## src/hw/rtl/vdh_pkg.sv

```systemverilog
// Shared types and constants of the V-disparity histogram block.
`timescale 1ns / 1ps
package vdh_pkg;

  localparam int unsigned VDH_ROW_COUNT = 512;
  localparam int unsigned DISP_BINS     = 256;

  localparam int unsigned CMD_W      = 2;
  localparam int unsigned ROW_W      = 9;
  localparam int unsigned DISP_W     = 8;
  localparam int unsigned COUNT_W    = 8;
  // wide enough to compare a row against any row count up to 4095
  localparam int unsigned ROW_EXT_W  = 12;
  localparam int unsigned CFG_IDX_W  = 1;
  localparam int unsigned CFG_DATA_W = 8;

  localparam logic [DISP_W-1:0]  LOWER_RESET = 8'd40;
  localparam logic [DISP_W-1:0]  UPPER_RESET = 8'd225;
  localparam logic [COUNT_W-1:0] COUNT_MAX   = 8'd255;

  typedef enum logic [CMD_W-1:0] {
    CMD_CLEAR = 2'd0,
    CMD_ACCUM = 2'd1,
    CMD_READ  = 2'd2
  } cmd_e;

  typedef enum logic [CFG_IDX_W-1:0] {
    CFG_LOWER = 1'b0,
    CFG_UPPER = 1'b1
  } cfg_idx_e;

endpackage

```

## src/hw/rtl/vdh_outbuf.sv

```systemverilog
// Two-entry result buffer between the update stage and the output channel.
`timescale 1ns / 1ps
module vdh_outbuf (
  input  logic                        clk_i,
  input  logic                        rst_ni,
  input  logic                        push_i,
  input  logic [vdh_pkg::COUNT_W-1:0] data_i,
  output logic                        valid_o,
  input  logic                        ready_i,
  output logic [vdh_pkg::COUNT_W-1:0] data_o,
  output logic [1:0]                  occ_o
);
  import vdh_pkg::*;

  logic [COUNT_W-1:0] buf_q [2];
  logic               wr_ptr_q, wr_ptr_d;
  logic               rd_ptr_q, rd_ptr_d;
  logic [1:0]         occ_q, occ_d;
  logic               pop;

  assign valid_o = (occ_q != 2'd0);
  assign data_o  = buf_q[rd_ptr_q];
  assign occ_o   = occ_q;
  assign pop     = valid_o && ready_i;

  always_comb begin
    wr_ptr_d = push_i ? ~wr_ptr_q : wr_ptr_q;
    rd_ptr_d = pop ? ~rd_ptr_q : rd_ptr_q;
    occ_d    = occ_q + 2'(push_i) - 2'(pop);
  end

  always_ff @(posedge clk_i or negedge rst_ni) begin
    if (!rst_ni) begin
      wr_ptr_q <= 1'b0;
      rd_ptr_q <= 1'b0;
      occ_q    <= 2'd0;
    end else begin
      wr_ptr_q <= wr_ptr_d;
      rd_ptr_q <= rd_ptr_d;
      occ_q    <= occ_d;
    end
  end

  always_ff @(posedge clk_i) begin
    if (push_i) begin
      buf_q[wr_ptr_q] <= data_i;
    end
  end

endmodule

```

## config.mk

```make
export PLATFORM = sky130hd
export DESIGN_NAME = vdh_outbuf
export DESIGN_NICKNAME = d
export VERILOG_FILES = /design/src/hw/rtl/vdh_pkg.sv /design/src/hw/rtl/vdh_outbuf.sv
export SDC_FILE = /design/constraint.sdc
export NUM_CORES = 1
export LEC_CHECK = 0
export ABC_AREA = 1
export BUFFER_PORTS_ARGS = -buffer_cell sky130_fd_sc_hd__buf_2
export CORE_ASPECT_RATIO = 0.75
export CORE_UTILIZATION = 40
export CTS_BUF_LIST = sky130_fd_sc_hd__clkbuf_16
export DETAILED_ROUTE_END_ITERATION = 16
export PLACE_DENSITY_LB_ADDON = 0.1
export SYNTH_ARGS = -nofsm -noshare
export SYNTH_HDL_FRONTEND = slang
export SYNTH_SLANG_ARGS = --single-unit
export TNS_END_PERCENT = 100
```

## constraint.sdc

```tcl
create_clock -name clk_i -period 2.6 [get_ports clk_i]
set_input_delay 0 -clock clk_i [delete_from_list [all_inputs] [get_ports clk_i]]
set_output_delay 0 -clock clk_i [all_outputs]
set_load 0.05 [all_outputs]
```

# After elaboration in Yosys (flattened, before gate mapping)
# Memory sizes are Yosys's and may differ from the RTL's.
# Index checks and enable logic that the tools add are counted.
[classes] addsub=2 muxes=2 reduce_logical=2 bitwise_logic=2
[op_table] op="adder 2 x 1 -> 2 bit" n=1
[op_table] op="2-to-1 mux 1 bit" n=2
[op_table] op="NOT 1 bit" n=2
[op_table] op="nonzero test 2 bit" n=1
[op_table] op="subtractor 2 x 1 -> 2 bit" n=1
[op_table] op="logical AND 1 bit" n=1
[word_totals] ff_bits=4 n_memories=1 in_bits=12 word_cells=12 ram_bits=16 output_inout_bits=11
[memory_table] memory="buf_q" depth=2 word_bits=8 rd=1 rd_ports_with_merged_regs=0 write_ports=1 line_no="vdh_outbuf.sv:15" rtl="logic [COUNT_W-1:0] buf_q [2];"

# Logic depth before layout (Yosys ltp)
# Gate-level depths: netlist of the first run.
[logic_depth] ltp_word=3 ltp_mapped=10 mapped_depth_nobuf=10

# Least setup slack after synthesis of the first run
# Ideal clock, no wire load.
[synth_timing] kind="reg2reg" start="reg occ_q[1], in the netlist occ_o[1]" end="reg occ_q[1], in the netlist occ_o[1]" arrival_time_ps=1698 stages_incl_launch_ff=11 period_less_slack_ps=1815 path_slack_ps=785 required_time_ps=2484 n_path_buf=0 setup_ps=116 path_cell_list="dfrtp_1 inv_1 nand2_2 nand2_1 inv_1 ha_1 inv_1 ha_1 inv_1 nand2_1 nand2_1"
[synth_via] elab_chain_cells=3 elab_cells_between_ends=4 classes_between="add/sub (2); reduce/logical (2)"
[synth_lines] item="start, declared" line_no="vdh_outbuf.sv:18" rtl="logic [1:0] occ_q, occ_d;"
[synth_lines] item="start signal, assigned" line_no="vdh_outbuf.sv:36" rtl="occ_q <= 2'd0;"
[synth_lines] item="start signal, assigned" line_no="vdh_outbuf.sv:40" rtl="occ_q <= occ_d;"
[synth_lines] item="nonzero test 2 bit" line_no="vdh_outbuf.sv:21" rtl="assign valid_o = (occ_q != 2'd0);"
[synth_lines] item="named net valid_o" line_no="vdh_outbuf.sv:8" rtl="output logic valid_o,"
[synth_lines] item="logical AND 1 bit" line_no="vdh_outbuf.sv:24" rtl="assign pop = valid_o && ready_i;"
[synth_lines] item="named net pop" line_no="vdh_outbuf.sv:19" rtl="logic pop;"
[synth_lines] item="subtractor 2 x 1 -> 2 bit" line_no="vdh_outbuf.sv:29" rtl="occ_d = occ_q + 2'(push_i) - 2'(pop);"
[synth_lines] item="named net occ_d[1]" line_no="vdh_outbuf.sv:18"
# The timed path passes the listed nets, and every way through them passes these cells.
# A chain may end at the register's enable or synchronous reset.

# Worst setup path after layout of the first run
[layout_timing] start="reg occ_q[1], in the netlist occ_o[1]" end="reg occ_q[1], in the netlist occ_o[1]"
[layout_via] elab_chain_cells=3 elab_cells_between_ends=4 classes_between="add/sub (2); reduce/logical (2)"
[layout_lines] item="nonzero test 2 bit" line_no="vdh_outbuf.sv:21"
[layout_lines] item="logical AND 1 bit" line_no="vdh_outbuf.sv:24"
[layout_lines] item="named net pop" line_no="vdh_outbuf.sv:19"
[layout_lines] item="subtractor 2 x 1 -> 2 bit" line_no="vdh_outbuf.sv:29"
[layout_lines] item="named net occ_d[1]" line_no="vdh_outbuf.sv:18"
# The timed path passes the listed nets, and every way through them passes these cells.

==> results of run 1 <==
==> what timing repair did <==
item                                   in CTS  in global routing
endpoints found under the hold margin      21                  0
buffers inserted                            0                  0
hold buffers                               10                  0
==> per-layer routing <==
metal  wire (um)  global-route usage [%]  vias up  part of all wire, %
met5           0                       0        -                    0
met4          25                    7.69        0                  1.9
met3          68                    6.67        4                  5.1
met2         581                    21.6       13                   44
met1         647                    17.0      245                   49
li1            -                       -      292                    -
==> through the flow <==
| step | util, % | instance area (um2) |
|---|---|---|
| floorplan | - | 816 |
| global placement | 51.7 | 942 |
| detailed placement | 51.7 | 942 |
| CTS | 61.5 | 1120 |
| global route | 61.5 | 1120 |
| finish | 61.5 | 1120 |
==> layout make-up <==
class                      count  area share, %
timing repair buffer          32           18.7
clock inverter                 1          0.335
sequential                    20           51.8
multi-input combinational     40           16.3
clock buffer                   3           6.70
tap                           22           2.46
inverter                       9           3.68
==> cells by family after synthesis <==
| family | after synthesis |
|---|---|
| flip-flops | 20 |
| adder cells (fa/ha/maj) | 2 |
| AND/OR/NAND/NOR | 37 |
| XOR/XNOR | 1 |
| buffers and inverters | 10 |
==> report_power, final <==
group          total (uW)  internal, uW  leakage (uW)  switching [uW]
clock                 310           205     0.0000385             106
combinational         638           152      0.000302             486
sequential            501           437      0.000198            63.9
==> path summary, 6_finish.rpt <==
check	start	slack (ps)	end	cells after the start
hold reg to reg	wr_ptr_q	500	wr_ptr_q	1
setup / recovery	occ_o[1]	1220	occ_o[1]	9
max in group asynchronous	rst_ni	2400	occ_o[1]	2
min in group asynchronous	rst_ni	80	rd_ptr_q	2
hold / removal	ready_i	10	rd_ptr_q	3
setup reg to reg	occ_o[1]	1220	occ_o[1]	9
==> cells in the final DEF, fill, tap and decap left out <==
cell,Yosys,routed
nand3_1,1,1
inv_8,1,1
edfxtp_1,16,16
dfrtp_1,4,4
buf_2,0,22
nand3_2,1,1
clkbuf_16,0,3
xor2_1,1,1
dlygate4sd3_1,0,10
nand2_2,1,1
inv_1,7,7
ha_1,2,2
nor2_1,1,1
nand2_1,33,33
inv_2,1,1
clkinv_1,0,1
==> flip-flops by register name, indices dropped and copies added, names as in the netlist <==
signal and cells:
occ_o 2, rd_ptr_q 1, wr_ptr_q 1, buf_q 16
==> tightest hold or removal path, cell delays in order <==
cell and delay [ps]:
buf_2 90, nand3_2 60, nand2_1 70
==> metrics.txt, run 1 <==
max-slew violation count 0; fillers approximately 160; Clk Latency, worst-skew pair 250 ps; CTS resizes 0; # H-tree levels 1; antenna viol nets, final 0; # IOs 23; Cells after Synth 70; most numerous cell in the Yosys netlist nand2_1; core box area 1820 um2; die height 41.1 um; wire length per cell 10.4 um; crit-path max FO 3; Setup Crit Path Kind reg2reg; crit-path cells inv_1 -> nand2_2 -> nand2_1 -> inv_1 -> ha_1 -> inv_1 -> ha_1 -> nand3_1 -> nand2_1; Root Buffer clkbuf_16; hold slack 9.62 ps; final worst setup slack 1220 ps; Rel. slew slack 57.7%; Compound-Gate Fraction of Synth Area 0%; ys flop type edfxtp_1; Post-Syn Area per Cell 11.7 um2; crit-path leading delay family adder cells; clk_skew around 2.3 ps; synth-to-layout area growth 37.4%; Slew @ Worst Pin 633 ps; Tcrit/Tclk final 53.3%; first-pass GRT wire length 1970 um; Post-synth EDFFs 16; DRT Wirelength between 1000 and 1500 um; Max IR drop VDD a little under 800 uV; post-synth top area cell edfxtp_1; Post-Synth Adder-Cell Area 3.07%; Initial Utilization approximately 45%; ys async rst share 20.0%; critical path data arrival time 1530 ps; Fmax 722 MHz; synth warn 0; Worst path max stage delay slightly below 400 ps; Seq. cell area 581 um2; vias in the first global route 453; Leak approximately 0.00054 uW; pwr/cell area between 1000 and 1500 nW/um2; placer congestion estimate 0.696; Pwr Total 1450 uW; startpoint types register; list of most frequent post-synthesis cells 33 x nand2_1, 16 x edfxtp_1, 7 x inv_1, 4 x dfrtp_1, 2 x ha_1; Inst Count DP 113; DRC 0; CTS tree done; net count after synthesis between 80 and 90; final hold vios 0; post-synthesis mux area share 0%; number of max-cap violations 0; Longest Clk Path Bufs 2; Final Critical Period 1380 ps; final setup fails 0; initial antenna violation count 0; Synth Area in XOR/XNOR 1.07%; vias per cell 4.36; drt pass-1 iters 4; I/O Buffers 22; Initial DRC Count 11; largest family of logic cells by synthesized area simple AND/OR/NAND/NOR gates; multi-input combinational cell area approximately 180 um2; Critical Path RT 2740 ps; Seq/Total Area, Yosys 71.2%; total CTS buffers 3; Finished Layout Cells 127; Setup TNS Final 0 ps; top cells by area, synth edfxtp_1 59%, nand2_1 15%, dfrtp_1 12%; Chip Width 54.1 um; Core Rows 13; Die ar. around 2200 um2; Worst Setup End Kind register; status completed; Synth cell types 13; Critical Path Most Common Cell inv_1; Layout Nets 120; pre-CTS WS 1210 ps; total global routing overflow 0; Post-Synth Simple-Gate Area 18.3%; Clock Sinks 20; post-synthesis register bit count 20; Worst Path Buf+Inv 3; clock slew at reported path FFs 50 ps; RSZ-0062 raised after global routing no; GRT Util Overall 14.3%; top cell type's share of synthesized area 58.9%; pin count of the biggest net entering global routing 12; post-synthesis instance area 816 um2; fraction of layout instances using a drive strength above 1 27.6%; Detailed Place HPWL 880 um; HP Class in2reg; Diodes inserted 0; Slowest-stage cell, CP dfrtp_1; total number of vias 554
No activity file was read; power rests on OpenSTA's default activity.
==> run 2: changes to the inputs <==
Clock period 2.6 ns to 1.3 ns, I/O delays scaled along.
==> run 2 against run 1 <==
Largest cell class unchanged; global-route usage is 0.56 points higher; register-to-register slack worse by 1200 ps; first-iteration DRC count is 27% lower; flip-flop and latch count stayed put; clock power is 97% higher.
==> metrics.txt, run 2 (same netlist as run 1, synthesis figures left out) <==
final design area excluding fillers 1210 um2; wire length per cell 10.6 um; Diodes inserted 0; Fmax 776 MHz; Setup TNS Final 0 ps; status completed; Detailed Place HPWL 940 um; Core Rows 13; Finished Core Util 66.5%; # IOs 23; total number of vias between 500 and 600; hold_sp push_i; die height 41.1 um; crit-path max FO 2; DRC 0; most common cell after layout, fill and taps aside nand2_1; clock slew at reported path FFs roughly 50 ps; vias per cell 4.35; Final Critical Period 1290 ps; DRT Wirelength 1390 um; Die ar. around 2200 um2; Tcrit/Tclk final 99.2%; I/O Buffers 22; Root Buffer clkbuf_16; number of max-cap violations 0; Initial DRC Count 8; Longest Clk Path Bufs 2; Worst Setup End Kind register; critical path data arrival time 1420 ps; final hold vios 0; Largest Register buf_q; final setup fails 0; pwr/cell area ~2600 nW/um2; RSZ-0062 raised after global routing yes; Leak roughly 0.00056 uW; pin count of the biggest net entering global routing 12; startpoint types register; total global routing overflow 0; max-slew violation count 0; total CTS buffers 3; placer congestion estimate 0.768; Layout Nets 124; GRT Util Overall 14.8%; clk_skew 1.95 ps; HP Class in2reg; most frequent cells in the layout 32 x nand2_1, 21 x buf_2, 16 x edfxtp_1, 9 x dlygate4sd3_1, 5 x buf_4; Max IR drop VDD 1660 uV; Rel. slew slack 78.3%; Slew @ Worst Pin between 300 and 400 ps; synth-to-layout area growth 48.5%; Critical Path Start occ_o[0]; worst reg2reg path startpoint occ_o[0]; Chip Width 54.1 um; Critical Path RT 1440 ps; CTS tree done; Clk Latency, worst-skew pair 250 ps; Clock Sinks 20; fillers 152; vias in the first global route 474; Setup Crit Path Kind reg2reg; initial antenna violation count 0; core box area between 1500 and 2000 um2; Initial Utilization 44.8%; placed inst area 996 um2; antenna viol nets, final 0; R2R cell count 10; fraction of layout instances using a drive strength above 1 41.3%; max reg flops 16; first-pass GRT wire length between 2000 and 2500 um; Worst Hold Path Cells 2; # H-tree levels 1; drt pass-1 iters 3
-- run 2: cell count changes in the layout (fill, tap and decap cells not counted), moves of 2 or more --
| cell | delta |
|---|---|
| dfrtp_2 | +3 |
| buf_4 | +5 |
| ha_4 | +2 |
| inv_2 | +2 |
| inv_4 | +2 |
| ha_1 | -2 |
| inv_1 | -4 |
| dfrtp_1 | -3 |
-- run 2: through the flow --
| stage | hold WS (ps) | cells | power [uW] | worst slack [ps] |
|---|---|---|---|---|
| after floorplan | -296 | 70 | 2110 | -233 |
| after global placement | -187 | 117 | 2430 | -30.7 |
| after detailed placement | -184 | 117 | 2450 | -76.0 |
| after CTS | 8.54 | 130 | 3190 | 4.67 |
| after global routing | 22.5 | 131 | 3350 | -40.5 |
| final | 10.1 | 131 | 3180 | 11.0 |
-- run 2: final timing paths --
| kind | endpoint | slack [ps] |
|---|---|---|
| setup / recovery | occ_o[1] | 10 |
| hold / removal | wr_ptr_q | 10 |
| setup reg to reg | occ_o[1] | 10 |
| hold reg to reg | wr_ptr_q | 490 |
| max in group asynchronous | occ_o[1] | 1050 |
| min in group asynchronous | rd_ptr_q | 110 |
-- run 2: worst max-delay path, cell delays in order (launching register included) --
cell and delay, ps:
dfrtp_2 410, inv_4 80, nand2_8 50, nand2_4 50
inv_2 40, ha_4 220, inv_2 60, ha_4 130
inv_2 30, nand2_1 50, nand2_1 50
-- run 2: report_power, final --
group	internal (uW)	leakage, uW	switching [uW]
sequential	883	0.000194	129
clock	409	0.0000385	204
combinational	464	0.000325	1090
total	1760	0.000558	1420
-- run 2: repair_timing --
item,CTS,global route
resized for setup,9,1
setup buffers,0,1
endpoints found under the hold margin,20,0
pin swaps,3,3
hold buffers,9,0
endpoints found under the setup margin,10,2
-- run 2: cell type report --
class	instances	area (um2)	share of cell area, %
inverter	9	46.3	3.82
sequential	20	584	48.2
tap	22	27.5	2.27
clock buffer	3	75.1	6.20
multi-input combinational	40	234	19.3
clock inverter	1	3.75	0.310
timing repair buffer	36	240	19.8
-- run 2: layer usage --
layer | GRT usage (%) | wire [um]
met1 | 15.8 | 612
met2 | 25.6 | 673
met3 | 6.30 | 82
met4 | 7.69 | 22
met5 | 0 | 0
==> run 3: changes to the inputs <==
Settings changed: CORE_ASPECT_RATIO 0.75 to not set, CORE_UTILIZATION 40 to 49.
==> run 3 against run 2 <==
The flow now finishes with violations (negative setup slack); routed wire length increased by 33%; sequential power about the same; global-route usage increased by 7.4 points; flip-flop and latch count unchanged; critical path depth unchanged; sequential share of layout area decreased by 1.8 points; highest routed layer unchanged; worst hold slack improved by 1.5 ps; via count increased by 10%; worst setup slack got worse by 54 ps; count of clock-buffer cells in the layout unchanged.
==> metrics.txt, run 3 (same netlist as run 1, synthesis figures left out) <==
status finished, violations left; violated checks negative setup slack; Clock Sinks 20; Initial DRC Count 10; clk_skew 1.04 ps; I/O Buffers 22; Initial Utilization 53.5%; Finished Core Util between 80% and 90%; Rel. slew slack 77.7%; Critical Path Most Common Cell buf_4; die height around 43 um; clock slew at reported path FFs 50 ps; Die ar. between 1500 and 2000 um2; Final Critical Period 1340 ps; worst reg2reg path startpoint occ_o[0]; Slowest-stage cell, CP dfrtp_2; final design area excluding fillers 1260 um2; Worst path max stage delay between 300 and 400 ps; most common cell after layout, fill and taps aside nand2_1; final hold vios 0; final worst setup slack -42.6 ps; Clk Latency, worst-skew pair 240 ps; startpoint types register; Detailed Place HPWL 989 um; vias per cell 4.79; Core Rows 14; # IOs 23; R2R cell count 10; max-slew violation count 0; Diodes inserted 0; Max IR drop VDD 2030 uV; max reg flops 16; drt pass-1 iters 4; HP Class in2reg; Slew @ Worst Pin about 330 ps; pwr/cell area approximately 2700 nW/um2; Tcrit/Tclk final 103%; antenna viol nets, final 0; fillers 97; hold_sp push_i; total global routing overflow 0; crit-path max FO 2; RSZ-0062 raised after global routing yes; total number of vias approximately 630; placed inst area between 900 and 1000 um2; first-pass GRT wire length roughly 2800 um; number of max-cap violations 0; Chip Width approximately 43 um; initial antenna violation count 0; wire length per cell 14.1 um; GRT Util Overall 22.3%; total CTS buffers 3; placer congestion estimate 0.824; Pwr Total 3400 uW; Root Buffer clkbuf_16; Setup Crit Path Kind reg2reg; Worst Setup End Kind register; Largest Register buf_q; Critical Path RT 1440 ps; Fmax 745 MHz; DRC 0; pin count of the biggest net entering global routing 12; final setup fails 2; synth-to-layout area growth 54.1%; fraction of layout instances using a drive strength above 1 46.1%; DRT Wirelength 1850 um; Leak 0.000592 uW; critical path data arrival time roughly 1500 ps; vias in the first global route between 500 and 600; most frequent cells in the layout 30 x nand2_1, 21 x buf_2, 16 x edfxtp_1, 10 x buf_4, 9 x dlygate4sd3_1; core box area 1520 um2; Critical Path Start occ_o[0]; Longest Clk Path Bufs 2; Worst Hold Path Cells 2; Layout Nets 130; crit-path cells inv_4 -> nand2_8 -> nand2_4 -> buf_4 -> buf_4 -> buf_4 -> buf_4 -> buf_6 -> nand2_2 -> nand2_1; # H-tree levels 1; CTS tree done
[run 3: cell types whose count changed in the layout (fill, tap and decap cells not counted), sizes merged]
cell / change
buf: +6
clkinv: -1
inv: +1
[run 3: cell type report]
type | instances | area, um2 | area share (%)
flip-flops and latches | 20 | 584 | 46.5
clock buffers | 3 | 75.1 | 5.97
well taps | 16 | 20.0 | 1.59
multi-input cells | 40 | 239 | 19.0
inverters | 9 | 46.3 | 3.68
repair buffers | 42 | 289 | 23.0
clock inverters | 1 | 3.75 | 0.299
[run 3: what timing repair did]
action | 4_1_cts | 5_1_grt
endpoints found under the hold margin | 20 | 0
pin swaps | 2 | 4
endpoints found under the setup margin | 10 | 5
hold buffers | 9 | 0
setup buffers | 7 | 1
gates resized for setup | 8 | 5
[run 3: per-layer routing]
layer  wire [um]  global-route usage, %
met5           0                      0
met3          58                   3.83
met1         788                   27.2
met4          36                   11.9
met2         968                   37.3
[run 3: critical path, delay by kind of cell (launching register included)]
family,cells,cell delay (ps)
AND/OR/NAND/NOR,4,210
flip-flops,1,380
buffers and inverters,6,640
[run 3: where the power goes]
group / leakage (uW) / switching [uW] / internal [uW]
sequential: 0.000194 / 138 / 883
clock: 0.0000423 / 201 / 408
combinational: 0.000355 / 1190 / 575
total: 0.000592 / 1530 / 1870
[run 3: final timing paths]
| path | slack [ps] | to |
|---|---|---|
| setup reg to reg | -40 | rd_ptr_q |
| max in group asynchronous | 1080 | occ_o[1] |
| hold reg to reg | 510 | wr_ptr_q |
| hold / removal | 10 | wr_ptr_q |
| min in group asynchronous | 90 | occ_o[0] |
| setup / recovery | -40 | rd_ptr_q |
[run 3: per-stage QoR]
step | worst slack (ps) | std cells | TNS [ps] | hold WS (ps)
CTS | -13.5 | 130 | -27.0 | 14.7
global placement | -27.3 | 110 | -27.3 | -187
detailed placement | -74.4 | 110 | -94.0 | -182
finish | -42.6 | 131 | -75.0 | 11.6
global route | -88.3 | 131 | -172 | 26.0
floorplan | -233 | 70 | -432 | -296
